`config.mk`:
```
export PLATFORM = sky130hd
export DESIGN_NAME = content_length_frame_deframer
export DESIGN_NICKNAME = d
export VERILOG_FILES = /design/src/clfd_pkg.sv /design/src/clfd_out_buf.sv /design/src/content_length_frame_deframer.sv
export SDC_FILE = /design/constraint.sdc
export NUM_CORES = 1
export LEC_CHECK = 0
export ABC_AREA = 1
export BUFFER_PORTS_ARGS = -buffer_cell sky130_fd_sc_hd__buf_2
export CORE_UTILIZATION = 65
export CTS_BUF_LIST = sky130_fd_sc_hd__clkbuf_8
export CTS_CLUSTER_SIZE = 40
export DETAILED_ROUTE_END_ITERATION = 8
export PLACE_DENSITY = 0.93
export SETUP_SLACK_MARGIN = 0.02
export SKIP_CTS_REPAIR_TIMING = 1
export SLEW_MARGIN = 40
export SYNTH_ARGS = -nofsm -noshare
export SYNTH_HDL_FRONTEND = slang
export SYNTH_SLANG_ARGS = --single-unit
```
`constraint.sdc`:
```
create_clock -name clk_i -period 6.8 [get_ports clk_i]
set_clock_uncertainty 0.05 [all_clocks]
set_input_delay 0.34 -clock clk_i [delete_from_list [all_inputs] [get_ports clk_i]]
set_output_delay 0.34 -clock clk_i [all_outputs]
set_load 0.02 [all_outputs]
```
`src/clfd_pkg.sv`:
```
package clfd_pkg;

  localparam int unsigned COUNT_BITS_DEF = 24;

  localparam logic [23:0] MAX_PAYLOAD_RST = 24'd8388608;
  localparam logic [0:0]  REG_MAX_PAYLOAD = 1'b0;

  localparam logic [4:0] PREFIX_LEN = 5'd16;
  localparam logic [1:0] SEP_LEN    = 2'd2;

  localparam logic [7:0] CHAR_CR   = 8'h0d;
  localparam logic [7:0] CHAR_LF   = 8'h0a;
  localparam logic [7:0] CHAR_ZERO = 8'h30;
  localparam logic [7:0] CHAR_NINE = 8'h39;

  typedef enum logic [1:0] {
    KIND_BYTE  = 2'd0,
    KIND_EMPTY = 2'd1,
    KIND_ERROR = 2'd2,
    KIND_END   = 2'd3
  } kind_e;

  typedef enum logic [2:0] {
    ERR_NONE        = 3'd0,
    ERR_MISSING_SEP = 3'd1,
    ERR_BAD_HEADER  = 3'd2,
    ERR_BAD_LENGTH  = 3'd3,
    ERR_TOO_LARGE   = 3'd4,
    ERR_TRUNCATED   = 3'd5
  } err_e;

  typedef struct packed {
    kind_e      kind;
    logic [7:0] data;
    logic       eof;
    err_e       code;
  } result_t;

  function automatic logic [7:0] prefix_char(input logic [3:0] idx);
    logic [7:0] c;
    case (idx)
      4'd0:    c = 8'h43;
      4'd1:    c = 8'h6f;
      4'd2:    c = 8'h6e;
      4'd3:    c = 8'h74;
      4'd4:    c = 8'h65;
      4'd5:    c = 8'h6e;
      4'd6:    c = 8'h74;
      4'd7:    c = 8'h2d;
      4'd8:    c = 8'h4c;
      4'd9:    c = 8'h65;
      4'd10:   c = 8'h6e;
      4'd11:   c = 8'h67;
      4'd12:   c = 8'h74;
      4'd13:   c = 8'h68;
      4'd14:   c = 8'h3a;
      4'd15:   c = 8'h20;
      default: c = 8'h00;
    endcase
    return c;
  endfunction

endpackage

```
`src/clfd_out_buf.sv`:
```
module clfd_out_buf (
  input  logic              clk_i,
  input  logic              rst_ni,
  input  logic              push_i,
  input  clfd_pkg::result_t push_data_i,
  output logic              full_o,
  output logic              out_valid_o,
  input  logic              out_ready_i,
  output clfd_pkg::result_t out_data_o
);
  import clfd_pkg::*;

  logic    out_valid_q, out_valid_d;
  logic    skid_valid_q, skid_valid_d;
  result_t out_data_q, out_data_d;
  result_t skid_data_q, skid_data_d;
  logic    pop;

  assign pop = out_valid_q && out_ready_i;

  always_comb begin
    out_valid_d  = out_valid_q;
    skid_valid_d = skid_valid_q;
    out_data_d   = out_data_q;
    skid_data_d  = skid_data_q;
    if (skid_valid_q) begin
      if (pop) begin
        out_data_d   = skid_data_q;
        skid_valid_d = 1'b0;
      end
    end else if (push_i) begin
      if (!out_valid_q || pop) begin
        out_data_d  = push_data_i;
        out_valid_d = 1'b1;
      end else begin
        skid_data_d  = push_data_i;
        skid_valid_d = 1'b1;
      end
    end else if (pop) begin
      out_valid_d = 1'b0;
    end
  end

  always_ff @(posedge clk_i or negedge rst_ni) begin
    if (!rst_ni) begin
      out_valid_q  <= 1'b0;
      skid_valid_q <= 1'b0;
    end else begin
      out_valid_q  <= out_valid_d;
      skid_valid_q <= skid_valid_d;
    end
  end

  always_ff @(posedge clk_i) begin
    out_data_q  <= out_data_d;
    skid_data_q <= skid_data_d;
  end

  assign full_o      = skid_valid_q;
  assign out_valid_o = out_valid_q;
  assign out_data_o  = out_data_q;

endmodule

```
`src/content_length_frame_deframer.sv`:
```
// the result of an accepted item is registered in the result buffer before it is offered
// one item per cycle unless the buffer is full; single parse step between state and result
// a two-entry result buffer keeps input transfers going while one result waits
// reset: asynchronous, active low; parser returns to the header line, max_payload to 8388608
// after an error or clean end the block takes items without results until reset
module content_length_frame_deframer #(
  parameter int unsigned COUNT_BITS = clfd_pkg::COUNT_BITS_DEF
) (
  input  logic        clk_i,
  input  logic        rst_ni,
  input  logic        in_valid_i,
  output logic        in_ready_o,
  input  logic [7:0]  data_byte_i,
  input  logic        end_of_input_i,
  output logic        out_valid_o,
  input  logic        out_ready_i,
  output logic [1:0]  result_kind_o,
  output logic [7:0]  payload_byte_o,
  output logic        end_of_frame_o,
  output logic [2:0]  error_code_o,
  input  logic        psel,
  input  logic        penable,
  input  logic        pwrite,
  input  logic [2:0]  paddr,
  input  logic [31:0] pwdata,
  output logic [31:0] prdata,
  output logic        pready
);
  import clfd_pkg::*;

  typedef enum logic [1:0] {
    PH_HEADER  = 2'd0,
    PH_SEP     = 2'd1,
    PH_PAYLOAD = 2'd2,
    PH_HALT    = 2'd3
  } phase_e;

  localparam logic [32:0] CAP = (33'd1 << COUNT_BITS) - 33'd1;

  phase_e                  phase_q, phase_d;
  logic [4:0]              column_q, column_d;
  logic                    pm_q, pm_d;
  logic                    crp_q, crp_d;
  logic                    digit_q, digit_d;
  logic                    mal_q, mal_d;
  logic [63:0]             len_q, len_d;
  logic                    wrap_q, wrap_d;
  logic [COUNT_BITS-1:0]   rem_q, rem_d;
  logic [23:0]             max_payload_q;

  logic                    accept;
  logic                    has_res;
  result_t                 res;
  logic                    buf_full;
  result_t                 out_res;
  err_e                    hdr_code;
  logic [32:0]             limit;
  logic                    too_large;
  logic [4:0]              col_a;
  logic                    pm_a;
  logic                    mal_a;
  logic                    b_in_prefix;
  logic                    b_digit;
  logic [67:0]             len_ext;
  logic [67:0]             len_next;

  // config port
  assign pready = 1'b1;
  assign prdata = (paddr[2] == REG_MAX_PAYLOAD) ? {8'd0, max_payload_q} : 32'd0;

  always_ff @(posedge clk_i or negedge rst_ni) begin
    if (!rst_ni) begin
      max_payload_q <= MAX_PAYLOAD_RST;
    end else if (psel && penable && pwrite && pready && paddr[2] == REG_MAX_PAYLOAD) begin
      max_payload_q <= pwdata[23:0];
    end
  end

  // header line checks
  assign limit     = (CAP < {9'd0, max_payload_q}) ? CAP : {9'd0, max_payload_q};
  assign too_large = (|len_q[63:33]) || (len_q[32:0] > limit);

  always_comb begin
    if (!crp_q) begin
      hdr_code = ERR_MISSING_SEP;
    end else if (column_q < PREFIX_LEN || !pm_q) begin
      hdr_code = ERR_BAD_HEADER;
    end else if (!digit_q || mal_q || wrap_q) begin
      hdr_code = ERR_BAD_LENGTH;
    end else if (too_large) begin
      hdr_code = ERR_TOO_LARGE;
    end else begin
      hdr_code = ERR_NONE;
    end
  end

  // deferred cr taken as content first, then the new byte
  assign col_a = (crp_q && column_q < PREFIX_LEN) ? column_q + 5'd1 : column_q;
  assign pm_a  = pm_q && !(crp_q && column_q < PREFIX_LEN &&
                           prefix_char(column_q[3:0]) != CHAR_CR);
  assign mal_a = mal_q || (crp_q && column_q >= PREFIX_LEN);

  assign b_in_prefix = col_a < PREFIX_LEN;
  assign b_digit     = data_byte_i >= CHAR_ZERO && data_byte_i <= CHAR_NINE;

  // times ten plus digit, carry-out above 64 bits flags a wrap
  assign len_ext  = {4'd0, len_q};
  assign len_next = (len_ext << 3) + (len_ext << 1) +
                    {64'd0, 4'(data_byte_i - CHAR_ZERO)};

  assign accept = in_valid_i && in_ready_o;

  always_comb begin
    phase_d  = phase_q;
    column_d = column_q;
    pm_d     = pm_q;
    crp_d    = crp_q;
    digit_d  = digit_q;
    mal_d    = mal_q;
    len_d    = len_q;
    wrap_d   = wrap_q;
    rem_d    = rem_q;
    has_res  = 1'b0;
    res      = '{kind: KIND_BYTE, data: 8'd0, eof: 1'b0, code: ERR_NONE};
    case (phase_q)
      PH_HEADER: begin
        if (end_of_input_i) begin
          has_res = 1'b1;
          phase_d = PH_HALT;
          if (column_q == 5'd0 && !crp_q) begin
            res.kind = KIND_END;
          end else begin
            res.kind = KIND_ERROR;
            res.code = (hdr_code != ERR_NONE) ? hdr_code : ERR_MISSING_SEP;
          end
        end else if (data_byte_i == CHAR_LF) begin
          if (hdr_code != ERR_NONE) begin
            has_res  = 1'b1;
            phase_d  = PH_HALT;
            res.kind = KIND_ERROR;
            res.code = hdr_code;
          end else begin
            phase_d  = PH_SEP;
            column_d = 5'd0;
            pm_d     = 1'b1;
            crp_d    = 1'b0;
            digit_d  = 1'b0;
            mal_d    = 1'b0;
            wrap_d   = 1'b0;
          end
        end else if (data_byte_i == CHAR_CR) begin
          crp_d    = 1'b1;
          column_d = col_a;
          pm_d     = pm_a;
          mal_d    = mal_a;
        end else begin
          crp_d = 1'b0;
          mal_d = mal_a;
          if (b_in_prefix) begin
            pm_d     = pm_a && (data_byte_i == prefix_char(col_a[3:0]));
            column_d = col_a + 5'd1;
          end else begin
            pm_d     = pm_a;
            column_d = col_a;
            if (b_digit) begin
              digit_d = 1'b1;
              wrap_d  = wrap_q || (|len_next[67:64]);
              len_d   = len_next[63:0];
            end else begin
              mal_d = 1'b1;
            end
          end
        end
      end
      PH_SEP: begin
        if (end_of_input_i || data_byte_i == CHAR_LF) begin
          has_res = 1'b1;
          if (!(column_q == 5'd1 && crp_q)) begin
            phase_d  = PH_HALT;
            res.kind = KIND_ERROR;
            res.code = ERR_MISSING_SEP;
          end else if (len_q == 64'd0) begin
            phase_d  = PH_HEADER;
            column_d = 5'd0;
            pm_d     = 1'b1;
            crp_d    = 1'b0;
            digit_d  = 1'b0;
            mal_d    = 1'b0;
            wrap_d   = 1'b0;
            len_d    = 64'd0;
            rem_d    = '0;
            res.kind = KIND_EMPTY;
            res.eof  = 1'b1;
          end else if (end_of_input_i) begin
            phase_d  = PH_HALT;
            res.kind = KIND_ERROR;
            res.code = ERR_TRUNCATED;
          end else begin
            has_res  = 1'b0;
            phase_d  = PH_PAYLOAD;
            rem_d    = len_q[COUNT_BITS-1:0];
            column_d = 5'd0;
            pm_d     = 1'b1;
            crp_d    = 1'b0;
            digit_d  = 1'b0;
            mal_d    = 1'b0;
            wrap_d   = 1'b0;
          end
        end else begin
          if (column_q == 5'd0 && data_byte_i == CHAR_CR) begin
            crp_d = 1'b1;
          end
          if (column_q < {3'd0, SEP_LEN}) begin
            column_d = column_q + 5'd1;
          end
        end
      end
      PH_PAYLOAD: begin
        has_res = 1'b1;
        if (end_of_input_i) begin
          phase_d  = PH_HALT;
          res.kind = KIND_ERROR;
          res.code = ERR_TRUNCATED;
        end else begin
          res.kind = KIND_BYTE;
          res.data = data_byte_i;
          if (rem_q <= COUNT_BITS'(1)) begin
            res.eof  = 1'b1;
            phase_d  = PH_HEADER;
            column_d = 5'd0;
            pm_d     = 1'b1;
            crp_d    = 1'b0;
            digit_d  = 1'b0;
            mal_d    = 1'b0;
            wrap_d   = 1'b0;
            len_d    = 64'd0;
            rem_d    = '0;
          end else begin
            rem_d = rem_q - COUNT_BITS'(1);
          end
        end
      end
      PH_HALT: begin
        has_res = 1'b0;
      end
      default: begin
        phase_d = PH_HALT;
      end
    endcase
  end

  always_ff @(posedge clk_i or negedge rst_ni) begin
    if (!rst_ni) begin
      phase_q  <= PH_HEADER;
      column_q <= 5'd0;
      pm_q     <= 1'b1;
      crp_q    <= 1'b0;
      digit_q  <= 1'b0;
      mal_q    <= 1'b0;
      len_q    <= 64'd0;
      wrap_q   <= 1'b0;
      rem_q    <= '0;
    end else if (accept) begin
      phase_q  <= phase_d;
      column_q <= column_d;
      pm_q     <= pm_d;
      crp_q    <= crp_d;
      digit_q  <= digit_d;
      mal_q    <= mal_d;
      len_q    <= len_d;
      wrap_q   <= wrap_d;
      rem_q    <= rem_d;
    end
  end

  clfd_out_buf u_out_buf (
    .clk_i       (clk_i),
    .rst_ni      (rst_ni),
    .push_i      (accept && has_res),
    .push_data_i (res),
    .full_o      (buf_full),
    .out_valid_o (out_valid_o),
    .out_ready_i (out_ready_i),
    .out_data_o  (out_res)
  );

  assign in_ready_o     = !buf_full;
  assign result_kind_o  = out_res.kind;
  assign payload_byte_o = out_res.data;
  assign end_of_frame_o = out_res.eof;
  assign error_code_o   = out_res.code;

  // a held result is always on the output
  a_full_implies_valid: assert property (@(posedge clk_i) disable iff (!rst_ni)
    !in_ready_o |-> out_valid_o)
    else $error("result buffer full without a visible result");

  // halt is left only through reset
  a_halt_sticky: assert property (@(posedge clk_i) disable iff (!rst_ni)
    phase_q == PH_HALT |=> phase_q == PH_HALT)
    else $error("left halt without reset");

  // payload phase always has bytes left
  a_payload_count: assert property (@(posedge clk_i) disable iff (!rst_ni)
    phase_q == PH_PAYLOAD |-> rem_q != '0)
    else $error("payload phase with zero bytes remaining");

  // error results carry a code, other kinds do not
  a_error_code: assert property (@(posedge clk_i) disable iff (!rst_ni)
    out_valid_o |-> ((result_kind_o == KIND_ERROR) == (error_code_o != ERR_NONE)))
    else $error("error code does not match result kind");

endmodule

```
==> impl_results.md, run 1 <==
- Biggest area consumer among synthesized cells: sky130_fd_sc_hd__dfrtp_1
- TritonCTS clock tree: done
- Kind of path behind the tightest hold check: primary input to flop
- Primary FF master, synth: sky130_fd_sc_hd__dfrtp_1
- Crit Path Class: flop to flop
- Combinational family with the most area after synthesis: simple AND/OR/NAND/NOR gates
- Synth async-reset ratio: 81.8%
- GRT Overall Usage: 37.5%
- Setup ws final: 2.81 ns
- Maximum number of pins on one net before global-route repair: 72
- Biggest area contributors in the synthesized netlist: sky130_fd_sc_hd__dfrtp_1 22%, sky130_fd_sc_hd__ha_1 15%, sky130_fd_sc_hd__nand2_1 13%
- RSZ-0062 raised after global routing: false
- Max-cap check violation count: 0
- Clock Tree Root: sky130_fd_sc_hd__clkbuf_8
- Pre-CTS worst setup slack: 2.92 ns
- Fmax achieved: 0.250 GHz
- Worst hold path stage count: 3
- CTS H-tree depth: 4
- Instance count of the mapped netlist: 2045
- Aggregate negative setup slack: 0 ns
- Die footprint: 22300 µm²
- Crit share post-route: 58.7%
- Clock transition at the registers of the reported paths: 0.10 ns
- Type of element capturing the critical path: flop
- Final hold violations: 0
- Initial standard-cell utilization of the core: 66.7%
- Dominant cell by count in the synthesized netlist: sky130_fd_sc_hd__nand2_1
- Antenna-violating nets left: 0
- Sequential cell area in the final layout: 4000 µm²
- Transition at the pin with the smallest max-transition slack: 0.915 ns
- Area Growth Syn to Fin: 6.91%
- Critical path peak fanout: 44
- Result of the run: finished, final reports clean
- Pleak: 7.50 nW
- Most instantiated cells after synthesis: 499 x sky130_fd_sc_hd__nand2_1, 300 x sky130_fd_sc_hd__nor2_1, 243 x sky130_fd_sc_hd__inv_1, 166 x sky130_fd_sc_hd__ha_1, 147 x sky130_fd_sc_hd__a21oi_1
- Xor and xnor area share after synthesis: 2.05%
- Vertical die dimension: 149 µm
- Maximum vdd ir drop: 223 µV
- Placed Cells incl. Taps: 2369
- Proportion of netlist area held by the largest area contributor: 22.0%
- Register bit count reported by yosys: 154
- Area share of and/or/nand/nor cells after synthesis: 29.5%
- Synth Cell Area: 14100 µm²
- Worst Reg2Reg Path Length in Cells: 12
- Data arrival time of the critical path: 4.34 ns
- N_diodes: 0
- Final min period: 3.99 ns
- Worst path required time: 7.14 ns
- Cell Count, Final, Fillers Out: 2402
- Post-synthesis compound-gate area fraction: 16.7%
- Headroom to the max-slew limit: 38.3%
- Adder-cell area share of the yosys netlist: 15.0%
- Total number of vias: 14298
- Number of input and output port buffers inserted: 80
- Number of flops mapped to enable cells by yosys: 28
- Fill count: 1776
- Post-synthesis sequential area ratio: 28.3%
- Wire length of the first global-routing pass: 65700 µm
- Via count of the first global-routing pass: 13457
- Util after Layout: 71.3%
- TritonRoute pass-1 iters: 5
- Violation count after the first detailed-routing iteration: 1201
- Total number of placement rows: 53
- Setup crit start kind: flop
- Multi-input combinational cell area: 8970 µm²
- Layout cell share with drive strength beyond 1: 7.99%
- Total number of yosys warnings: 0
- Post-layout nets: 2333
- Routed length per instance: 17.1 µm
- CTS sink cnt: 154
- Post-Synthesis Mean Instance Area: 6.90 µm²
- PD cells: 387 nW/µm²
- Max-slew violations: 0
- # DRC: 0
- Post-synth cell types: 53
- Number of buffers added by the clock tree synthesis step: 17
- Die X: 149 µm
- Multiplexer area fraction after synthesis: 0%
- DP HPWL: 32200 µm
- Number of buffers on the longest clock path: 2
- Number of I/O pins: 100
- Insertion delay of the later-clocked pin in the worst-skew pair: 0.48 ns
- Final hold slack: 0.0468 ns
- Routed via count divided by cell count: 5.95
- Overflow after GRT: 0
- Final wirelength: 41100 µm
- Area of the placeable core: 21200 µm²
- Placer congestion estimate: 1.01
- Final number of setup-violating endpoints: 0
- Initial antenna violation count: 0
-- cell families after synthesis --
logic type               after synthesis
AO/OA/AOI/OAI                        392
AND/OR/NAND/NOR                     1005
other                                  2
buffers and inverters                291
XOR/XNOR                              33
adder cells (fa/ha/maj)              168
flip-flops                           154
-- worst max-delay path, cell delays in order, from the launching register on --
cell	delay (ns)
sky130_fd_sc_hd__dfrtp_1	0.44
sky130_fd_sc_hd__inv_1	0.22
sky130_fd_sc_hd__ha_1	0.29
sky130_fd_sc_hd__o21ai_0	0.10
sky130_fd_sc_hd__nor3_1	0.22
sky130_fd_sc_hd__nand2_1	0.11
sky130_fd_sc_hd__nand2_2	0.37
sky130_fd_sc_hd__nand3_1	0.15
sky130_fd_sc_hd__nor3_2	0.20
sky130_fd_sc_hd__nand2_4	0.35
sky130_fd_sc_hd__nor2_8	0.68
sky130_fd_sc_hd__inv_2	0.45
sky130_fd_sc_hd__o21ai_2	0.24
-- power breakdown --
group,total [W],leakage (nW),switching [W],internal [W]
Clock,0.000716,0.201,0.000430,0.000286
Combinational,0.00352,5.45,0.00230,0.00122
Sequential,0.00160,1.85,0.000355,0.00125
-- final timing paths --
kind / from / slack [ns] / end
min reg2reg: digit_q / 0.45 / digit_q
max reg2reg: rem_q[0] / 2.81 / len_q[11]
max in group asynchronous: rst_ni / 5.13 / len_q[44]
max: rem_q[0] / 2.81 / len_q[11]
min: pwdata[20] / 0.05 / max_payload_q[20]
min in group asynchronous: rst_ni / 0.38 / rem_q[15]
-- cell usage in the layout (no fill, tap or decap), types with 24 or more instances in the layout --
| master | netlist | layout |
|---|---|---|
| sky130_fd_sc_hd__a21oi_1 | 147 | 147 |
| sky130_fd_sc_hd__buf_2 | 3 | 79 |
| sky130_fd_sc_hd__dfrtp_1 | 124 | 124 |
| sky130_fd_sc_hd__edfxtp_1 | 28 | 28 |
| sky130_fd_sc_hd__ha_1 | 166 | 166 |
| sky130_fd_sc_hd__inv_1 | 243 | 243 |
| sky130_fd_sc_hd__nand2_1 | 499 | 499 |
| sky130_fd_sc_hd__nand3_1 | 106 | 106 |
| sky130_fd_sc_hd__nand4_1 | 25 | 25 |
| sky130_fd_sc_hd__nor2_1 | 300 | 300 |
| sky130_fd_sc_hd__nor3_1 | 29 | 29 |
| sky130_fd_sc_hd__nor4_1 | 24 | 24 |
| sky130_fd_sc_hd__o21ai_0 | 98 | 98 |
-- final cells by class --
type	count	share of cell area [%]
Clock inverter	14	0.970
Sequential cell	154	26.5
Inverter	248	6.17
Tap cell	275	2.28
Multi-Input combinational cell	1607	59.4
Timing Repair Buffer	86	3.01
Clock buffer	18	1.64
-- registers in the layout, summed over array words and instances, names as in the netlist --
register               cells
rem_q                     24
crp_q                      1
len_q                     64
u_out_buf.out_valid_o      1
u_out_buf.out_data_o      14
pm_q                       1
mal_q                      1
u_out_buf.full_o           1
u_out_buf.skid_data_q     14
max_payload_q             24
column_q                   5
digit_q                    1
phase_q                    2
wrap_q                     1
-- per-layer routing --
metal  GRT usage (%)  vias to the layer above  wire length, µm
met5               0                        -                0
met4            15.3                        0             1360
met3            5.14                      103             3050
met2            63.5                      635            19500
met1            47.8                     6612            17200
li1                -                     6948                -
-- per-stage QoR --
stage | total power, W | area (µm²)
floorplan | 0.00414 | 14100
global placement | 0.00488 | 14700
detailed placement | 0.00503 | 14700
CTS | 0.00576 | 15100
global route | 0.00633 | 15100
finish | 0.00584 | 15100
(Power assumes the default switching activity.)
==> run 2, diff against run 1 <==
- ABC_AREA: 1 -> 0
- CORE_UTILIZATION: 65 -> 57
- PLACE_DENSITY: 0.93 -> 0.87
- clock period: 6.8 -> 3.5 ns (I/O delays scaled with it)
==> run 2 against run 1 <==
The run now ends with setup timing left. Count of clock-buffer cells in the layout shrank 1. Worst setup slack lost 3.1 ns. Largest power group unchanged. First-iteration DRC count grew 20%. Largest cell class unchanged. Wire length grew 2.4%. Utilization shrank 1.8 points. Critical path type unchanged. Critical endpoint is now wrap_q.
==> impl_results.md, run 2 <==
- Proportion of netlist area held by the largest area contributor: 23.7%
- Final hold violations: 0
- Post-layout nets: 1929
- Xor and xnor area share after synthesis: 4.96%
- Vertical die dimension: 153 µm
- Maximum vdd ir drop: 386 µV
- Initial antenna violation count: 1
- Critical path peak fanout: 6
- Final wirelength: 42100 µm
- Max-cap check violation count: 0
- Most instantiated cells after synthesis: 166 x sky130_fd_sc_hd__ha_1, 150 x sky130_fd_sc_hd__nand2_1, 132 x sky130_fd_sc_hd__a21oi_1, 124 x sky130_fd_sc_hd__dfrtp_1, 120 x sky130_fd_sc_hd__nor2_1
- Fmax achieved: 0.265 GHz
- Area Growth Syn to Fin: 20.1%
- DP HPWL: 27000 µm
- Combinational family with the most area after synthesis: compound AO/OA/AOI/OAI gates
- Pre-CTS worst setup slack: -0.172 ns
- Biggest area consumer among synthesized cells: sky130_fd_sc_hd__dfrtp_1
- Flip-flop count of the largest register after layout: 64
- Clock network power share: 17.6%
- Number of buffers on the longest clock path: 2
- Die X: 153 µm
- Worst path required time: 3.84 ns
- Multiplexer area fraction after synthesis: 3.90%
- Layout cell share with drive strength beyond 1: 21.8%
- Number of flops mapped to enable cells by yosys: 28
- Clock transition at the registers of the reported paths: 0.10 ns
- Fill count: 1594
- Post-Synthesis Mean Instance Area: 8.60 µm²
- Largest register by flop count: len_q
- Via count of the first global-routing pass: 12455
- Max-slew violations: 0
- Number of I/O pins: 100
- Headroom to the max-slew limit: 53.7%
- N_diodes: 0
- Pleak: 7.44 nW
- CTS H-tree depth: 4
- RSZ-0062 raised after global routing: true
- Violation count after the first detailed-routing iteration: 1442
- Total number of yosys warnings: 0
- Clock Tree Root: sky130_fd_sc_hd__clkbuf_8
- Maximum number of pins on one net before global-route repair: 66
- Synth async-reset ratio: 81.8%
- Transition at the pin with the smallest max-transition slack: 0.689 ns
- Register bit count reported by yosys: 154
- Dominant cell by count in the synthesized netlist: sky130_fd_sc_hd__ha_1
- Number of buffers added by the clock tree synthesis step: 17
- Type of element capturing the critical path: flop
- Switching power: 0.00425 W
- Biggest area contributors in the synthesized netlist: sky130_fd_sc_hd__dfrtp_1 24%, sky130_fd_sc_hd__ha_1 16%, sky130_fd_sc_hd__edfxtp_1 6.4%
- CTS sink cnt: 154
- # DRC: 0
- Number of input and output port buffers inserted: 80
- Insertion delay of the later-clocked pin in the worst-skew pair: 0.50 ns
- Adder-cell area share of the yosys netlist: 16.2%
- Wire length of the first global-routing pass: 59700 µm
- Final min period: 3.77 ns
- Most frequent standard cell in the layout excluding fill and tap cells: sky130_fd_sc_hd__ha_1
- Commonest non-fill, non-tap cells in the layout: 157 x sky130_fd_sc_hd__ha_1, 148 x sky130_fd_sc_hd__nand2_1, 134 x sky130_fd_sc_hd__buf_4
- Kind of path behind the tightest hold check: primary input to flop
- Routed length per instance: 21.0 µm
- Total number of vias: 13478
- Die footprint: 23600 µm²
- Area share of and/or/nand/nor cells after synthesis: 17.2%
- Post-synthesis sequential area ratio: 30.6%
- Largest registers: len_q: 64 flops, max_payload_q: 24 flops, rem_q: 24 flops
- Sequential share of power: 28.8%
- Primary FF master, synth: sky130_fd_sc_hd__dfrtp_1
- Aggregate negative setup slack: -2.07 ns
- Data arrival time of the critical path: 4.11 ns
- TritonRoute pass-1 iters: 8
- PD cells: 573 nW/µm²
- Antenna-violating nets left: 0
- Area of the placeable core: 22600 µm²
- Instance count of the mapped netlist: 1520
- Crit Path Class: flop to flop
- Final number of setup-violating endpoints: 18
- TritonCTS clock tree: done
- GRT Overall Usage: 31.1%
- Post-synth cell types: 75
- Gate power share: 53.7%
- Setup crit start kind: flop
- Synth Cell Area: 13100 µm²
- Placer congestion estimate: 0.966
- Switching Fraction: 47.2%
- Routed via count divided by cell count: 6.71
- Total number of placement rows: 55
- Setup ws final: -0.270 ns
- Crit share post-route: 108%
- Initial standard-cell utilization of the core: 57.9%
- Overflow after GRT: 0
- Post-synthesis compound-gate area fraction: 22.4%
- Result of the run: complete, but fails checks
- Failing checks: setup timing
- Total internal power: 0.00475 W
==> run 2: changes by cell type after synthesis, moves of 24 or more <==
cell / delta
sky130_fd_sc_hd__nand2_1: -349
sky130_fd_sc_hd__inv_1: -180
sky130_fd_sc_hd__nor2_1: -180
sky130_fd_sc_hd__nand3_1: -80
sky130_fd_sc_hd__o31ai_1: +43
sky130_fd_sc_hd__mux2_2: +40
sky130_fd_sc_hd__clkbuf_1: +34
sky130_fd_sc_hd__a22o_1: +24
==> run 2: layout make-up <==
| cell class | count | area [µm²] | area share, % |
|---|---|---|---|
| clock buffer | 17 | 234 | 1.49 |
| clock inverter | 15 | 204 | 1.30 |
| inverter | 64 | 240 | 1.53 |
| multi-input combinational | 1227 | 8890 | 56.6 |
| sequential | 154 | 4000 | 25.5 |
| tap | 285 | 357 | 2.27 |
| timing repair buffer | 246 | 1780 | 11.4 |
==> run 2: power by group through the flow <==
stage	clock network (W)	registers, W	logic, W
CTS	0.00157	0.00255	0.00446
global placement	0	0.00256	0.00425
global route	0.00165	0.00261	0.00521
detailed placement	0	0.00259	0.00442
floorplan	0	0.00258	0.00298
finish	0.00158	0.00259	0.00483
==> run 2: cell families (layout without fill, tap and decap cells) <==
family | after synthesis | after routing
buffers and inverters | 146 | 342
muxes | 46 | 46
DFF | 154 | 154
xor gates and xnor gates | 74 | 74
and+or+nand+nor | 470 | 470
AOI/OAI and AO/OA | 460 | 460
adders and majority gates | 168 | 168
other | 2 | 9
==> run 2: path summary, 6_finish.rpt <==
| kind | startpoint | depth (start not counted) | slack (ns) | endpoint |
|---|---|---|---|---|
| max | len_q[15] | 13 | -0.27 | wrap_q |
| min | data_byte_i[7] | 2 | 0.005 | u_out_buf.skid_data_q[11] |
| max reg2reg | len_q[15] | 13 | -0.27 | wrap_q |
| min reg2reg | digit_q | 2 | 0.44 | digit_q |
| max in group asynchronous | rst_ni | 3 | 2.40 | pm_q |
| min in group asynchronous | rst_ni | 2 | 0.17 | rem_q[5] |
==> run 2: worst max-delay path, stage by stage, from the launching register on <==
cell	delay, ns
sky130_fd_sc_hd__dfrtp_1	0.45
sky130_fd_sc_hd__buf_4	0.18
sky130_fd_sc_hd__ha_1	0.30
sky130_fd_sc_hd__ha_1	0.44
sky130_fd_sc_hd__nand4_1	0.33
sky130_fd_sc_hd__o22ai_1	0.45
sky130_fd_sc_hd__o21ai_0	0.18
sky130_fd_sc_hd__o211a_1	0.17
sky130_fd_sc_hd__and3b_2	0.27
sky130_fd_sc_hd__o31ai_4	0.24
sky130_fd_sc_hd__a31oi_2	0.15
sky130_fd_sc_hd__xnor2_1	0.16
sky130_fd_sc_hd__nor3_1	0.19
sky130_fd_sc_hd__a31oi_1	0.10
==> run 2: stage by stage <==
step                cell area (µm²)  instances  util, %  hold WS, ns  total power [W]
floorplan                     13100       1527        -       -0.171          0.00556
global placement              14600       1943     64.5        0.249          0.00680
global route                  15700       2008     69.6       0.0158          0.00947
CTS                           15000       1977     66.6       -0.260          0.00859
detailed placement            14600       1945     64.6        0.257          0.00701
finish                        15700       2008     69.6      0.00459          0.00901
==> run 2: routing by layer <==
metal  vias to the layer above  share of wire (%)  GRT usage, %
met5                         -              0.083             0
met4                         2                6.2          13.2
met3                       326                9.3          6.27
met2                       891                 47          53.9
met1                      6292                 37          37.4
li1                       5967                  -             -
==> run 3, diff against run 2 <==
- CELL_PAD_IN_SITES_DETAIL_PLACEMENT: unset -> 1
- CELL_PAD_IN_SITES_GLOBAL_PLACEMENT: unset -> 2
- CORE_UTILIZATION: 57 -> 35
==> run 3 against run 2 <==
The flow finishes with violations (hold timing). Non-clock buffer count increased by 9. Count of clock-buffer cells in the layout increased by 3. Critical path type unchanged. Cell area increased by 2.5%. Worst hold slack got worse by 0.0095 ns. Combinational power increased by 7.0%. Critical endpoint unchanged. Sequential power decreased by 2%.
==> impl_results.md, run 3 (synthesis gave the netlist of run 2 again) <==
- Result of the run: complete, but fails checks
- Failing checks: hold timing
- Clock network power share: 16.5%
- Routed length per instance: 19.7 µm
- Largest incremental delay on the critical path: 0.44 ns
- Sequential share of power: 27.6%
- GRT Overall Usage: 21.6%
- Hold path startpoint: data_byte_i[7]
- Initial standard-cell utilization of the core: 35.6%
- Overflow after GRT: 0
- Number of buffers on the longest clock path: 2
- Final wirelength: 43400 µm
- Critical path peak fanout: 7
- Clock Tree Root: sky130_fd_sc_hd__clkbuf_8
- Number of buffers added by the clock tree synthesis step: 17
- Placed Cells incl. Taps: 2124
- Antenna-violating nets left: 0
- Switching power: 0.00425 W
- Final number of setup-violating endpoints: 0
- Number of input and output port buffers inserted: 80
- Worst hold path stage count: 2
- Area Growth Syn to Fin: 23.0%
- Crit-path cells: buf_4 > ha_1 > ha_1 > nand4_1 > or3_1 > or3_1 > o31ai_4 > buf_6 > a31oi_4 > xnor2_2 > nor3_2 > a31oi_1
- Final min period: 3.44 ns
- PD cells: 574 nW/µm²
- Total number of placement rows: 70
- Max-slew violations: 0
- Fmax achieved: 0.291 GHz
- Setup ws final: 0.0607 ns
- Placer congestion estimate: 0.865
- TritonCTS clock tree: done
- Final hold slack: -0.00491 ns
- Kind of path behind the tightest hold check: primary input to flop
- Maximum vdd ir drop: 355 µV
- Die footprint: 38100 µm²
- Aggregate negative setup slack: 0 ns
- Number of I/O pins: 100
- Pleak: 7.56 nW
- Startpoint of the most critical register-to-register path: len_q[29]
- Number of buffer and inverter instances along the worst setup path: 2
- N_diodes: 0
- Worst min-delay path endpoint: u_out_buf.skid_data_q[11]
- Post-route total power: 0.00924 W
- Violation count after the first detailed-routing iteration: 643
- Crit Path Class: flop to flop
- RSZ-0062 raised after global routing: true
- Initial antenna violation count: 0
- Setup crit start kind: flop
- Clock transition at the registers of the reported paths: 0.09 ns
- Largest registers: len_q: 64 flops, max_payload_q: 24 flops, rem_q: 24 flops
- Wire length of the first global-routing pass: 66800 µm
- Routed via count divided by cell count: 5.68
- Die X: 195 µm
- Pre-CTS worst setup slack: -0.415 ns
- Highest-delay cell along the critical path: sky130_fd_sc_hd__or3_1
- Crit share post-route: 98.3%
- Commonest non-fill, non-tap cells in the layout: 160 x sky130_fd_sc_hd__ha_1, 149 x sky130_fd_sc_hd__nand2_1, 135 x sky130_fd_sc_hd__buf_4
- Total number of vias: 12505
- CTS sink cnt: 154
- Vertical die dimension: 195 µm
- Cell Count, Final, Fillers Out: 2201
- Insertion delay of the later-clocked pin in the worst-skew pair: 0.49 ns
- Critical path origin: len_q[29]
- # DRC: 0
- End of the worst register-to-register path: wrap_q
- TritonRoute pass-1 iters: 5
- Data arrival time of the critical path: 3.75 ns
- Layout cell share with drive strength beyond 1: 21.8%
- DP HPWL: 31300 µm
- Most frequent standard cell in the layout excluding fill and tap cells: sky130_fd_sc_hd__ha_1
- Transition at the pin with the smallest max-transition slack: 0.735 ns
- Post-layout nets: 1939
- Worst path required time: 3.81 ns
- Area of the placeable core: 36700 µm²
- Max-cap check violation count: 0
- CTS H-tree depth: 4
- Maximum number of pins on one net before global-route repair: 90
- Total internal power: 0.00499 W
- Worst Reg2Reg Path Length in Cells: 12
- Final hold violations: 1
- Slack of the worst reg-to-reg path: 0.06 ns
- Crit-path leading delay family: simple AND/OR/NAND/NOR gates
- Via count of the first global-routing pass: 12852
- Headroom to the max-slew limit: 50.5%
- Gate power share: 56.0%
- Switching Fraction: 46.0%
- Largest register by flop count: len_q
- Type of element capturing the critical path: flop
- Flip-flop count of the largest register after layout: 64
## run 3: final cells by class
cell class	count	area (µm²)
fillers	4311	20600
well taps	468	586
repair buffers	255	1970
flip-flops and latches	154	4000
inverters	64	240
multi-input cells	1228	8880
clock buffers	20	275
clock inverters	12	145
## run 3: power by group through the flow
| stage | clock [W] | combinational (W) | sequential (W) |
|---|---|---|---|
| finish | 0.00152 | 0.00517 | 0.00255 |
| global placement | 0 | 0.00457 | 0.00254 |
| detailed placement | 0 | 0.00477 | 0.00257 |
| CTS | 0.00154 | 0.00480 | 0.00253 |
| global route | 0.00160 | 0.00568 | 0.00259 |
| floorplan | 0 | 0.00298 | 0.00258 |
## run 3: worst max-delay path by stage
stage | end | slack (ns) | cells after the start
floorplan | len_q[58] | 0.02 | 14
global placement | wrap_q | -0.20 | 15
detailed placement | len_q[60] | -0.42 | 14
CTS | len_q[60] | -0.42 | 14
global route | len_q[60] | -0.07 | 13
finish | wrap_q | 0.06 | 12
## run 3: metal layers
| metal | up-vias | routed length [µm] | global-route usage [%] |
|---|---|---|---|
| li1 | 5974 | - | - |
| met1 | 6257 | 19800 | 28.5 |
| met2 | 221 | 21300 | 37.0 |
| met3 | 53 | 1480 | 2.68 |
| met4 | 0 | 808 | 5.77 |
| met5 | - | 0 | 0 |
## run 3: stage by stage
| step | cell area (µm²) | util, % |
|---|---|---|
| floorplan | 13100 | - |
| global placement | 14800 | 40.3 |
| detailed placement | 14800 | 40.4 |
| CTS | 15200 | 41.5 |
| global route | 16100 | 43.8 |
| finish | 16100 | 43.8 |
## run 3: worst reg2reg max path: cells and delay by family, from the launching register on
kind,cells,cell delay (ns)
simple gates,4,1.25
fa+ha+maj,2,0.70
buf+inv,2,0.29
xor+xnor,1,0.19
flops,1,0.39
compound gates,3,0.45
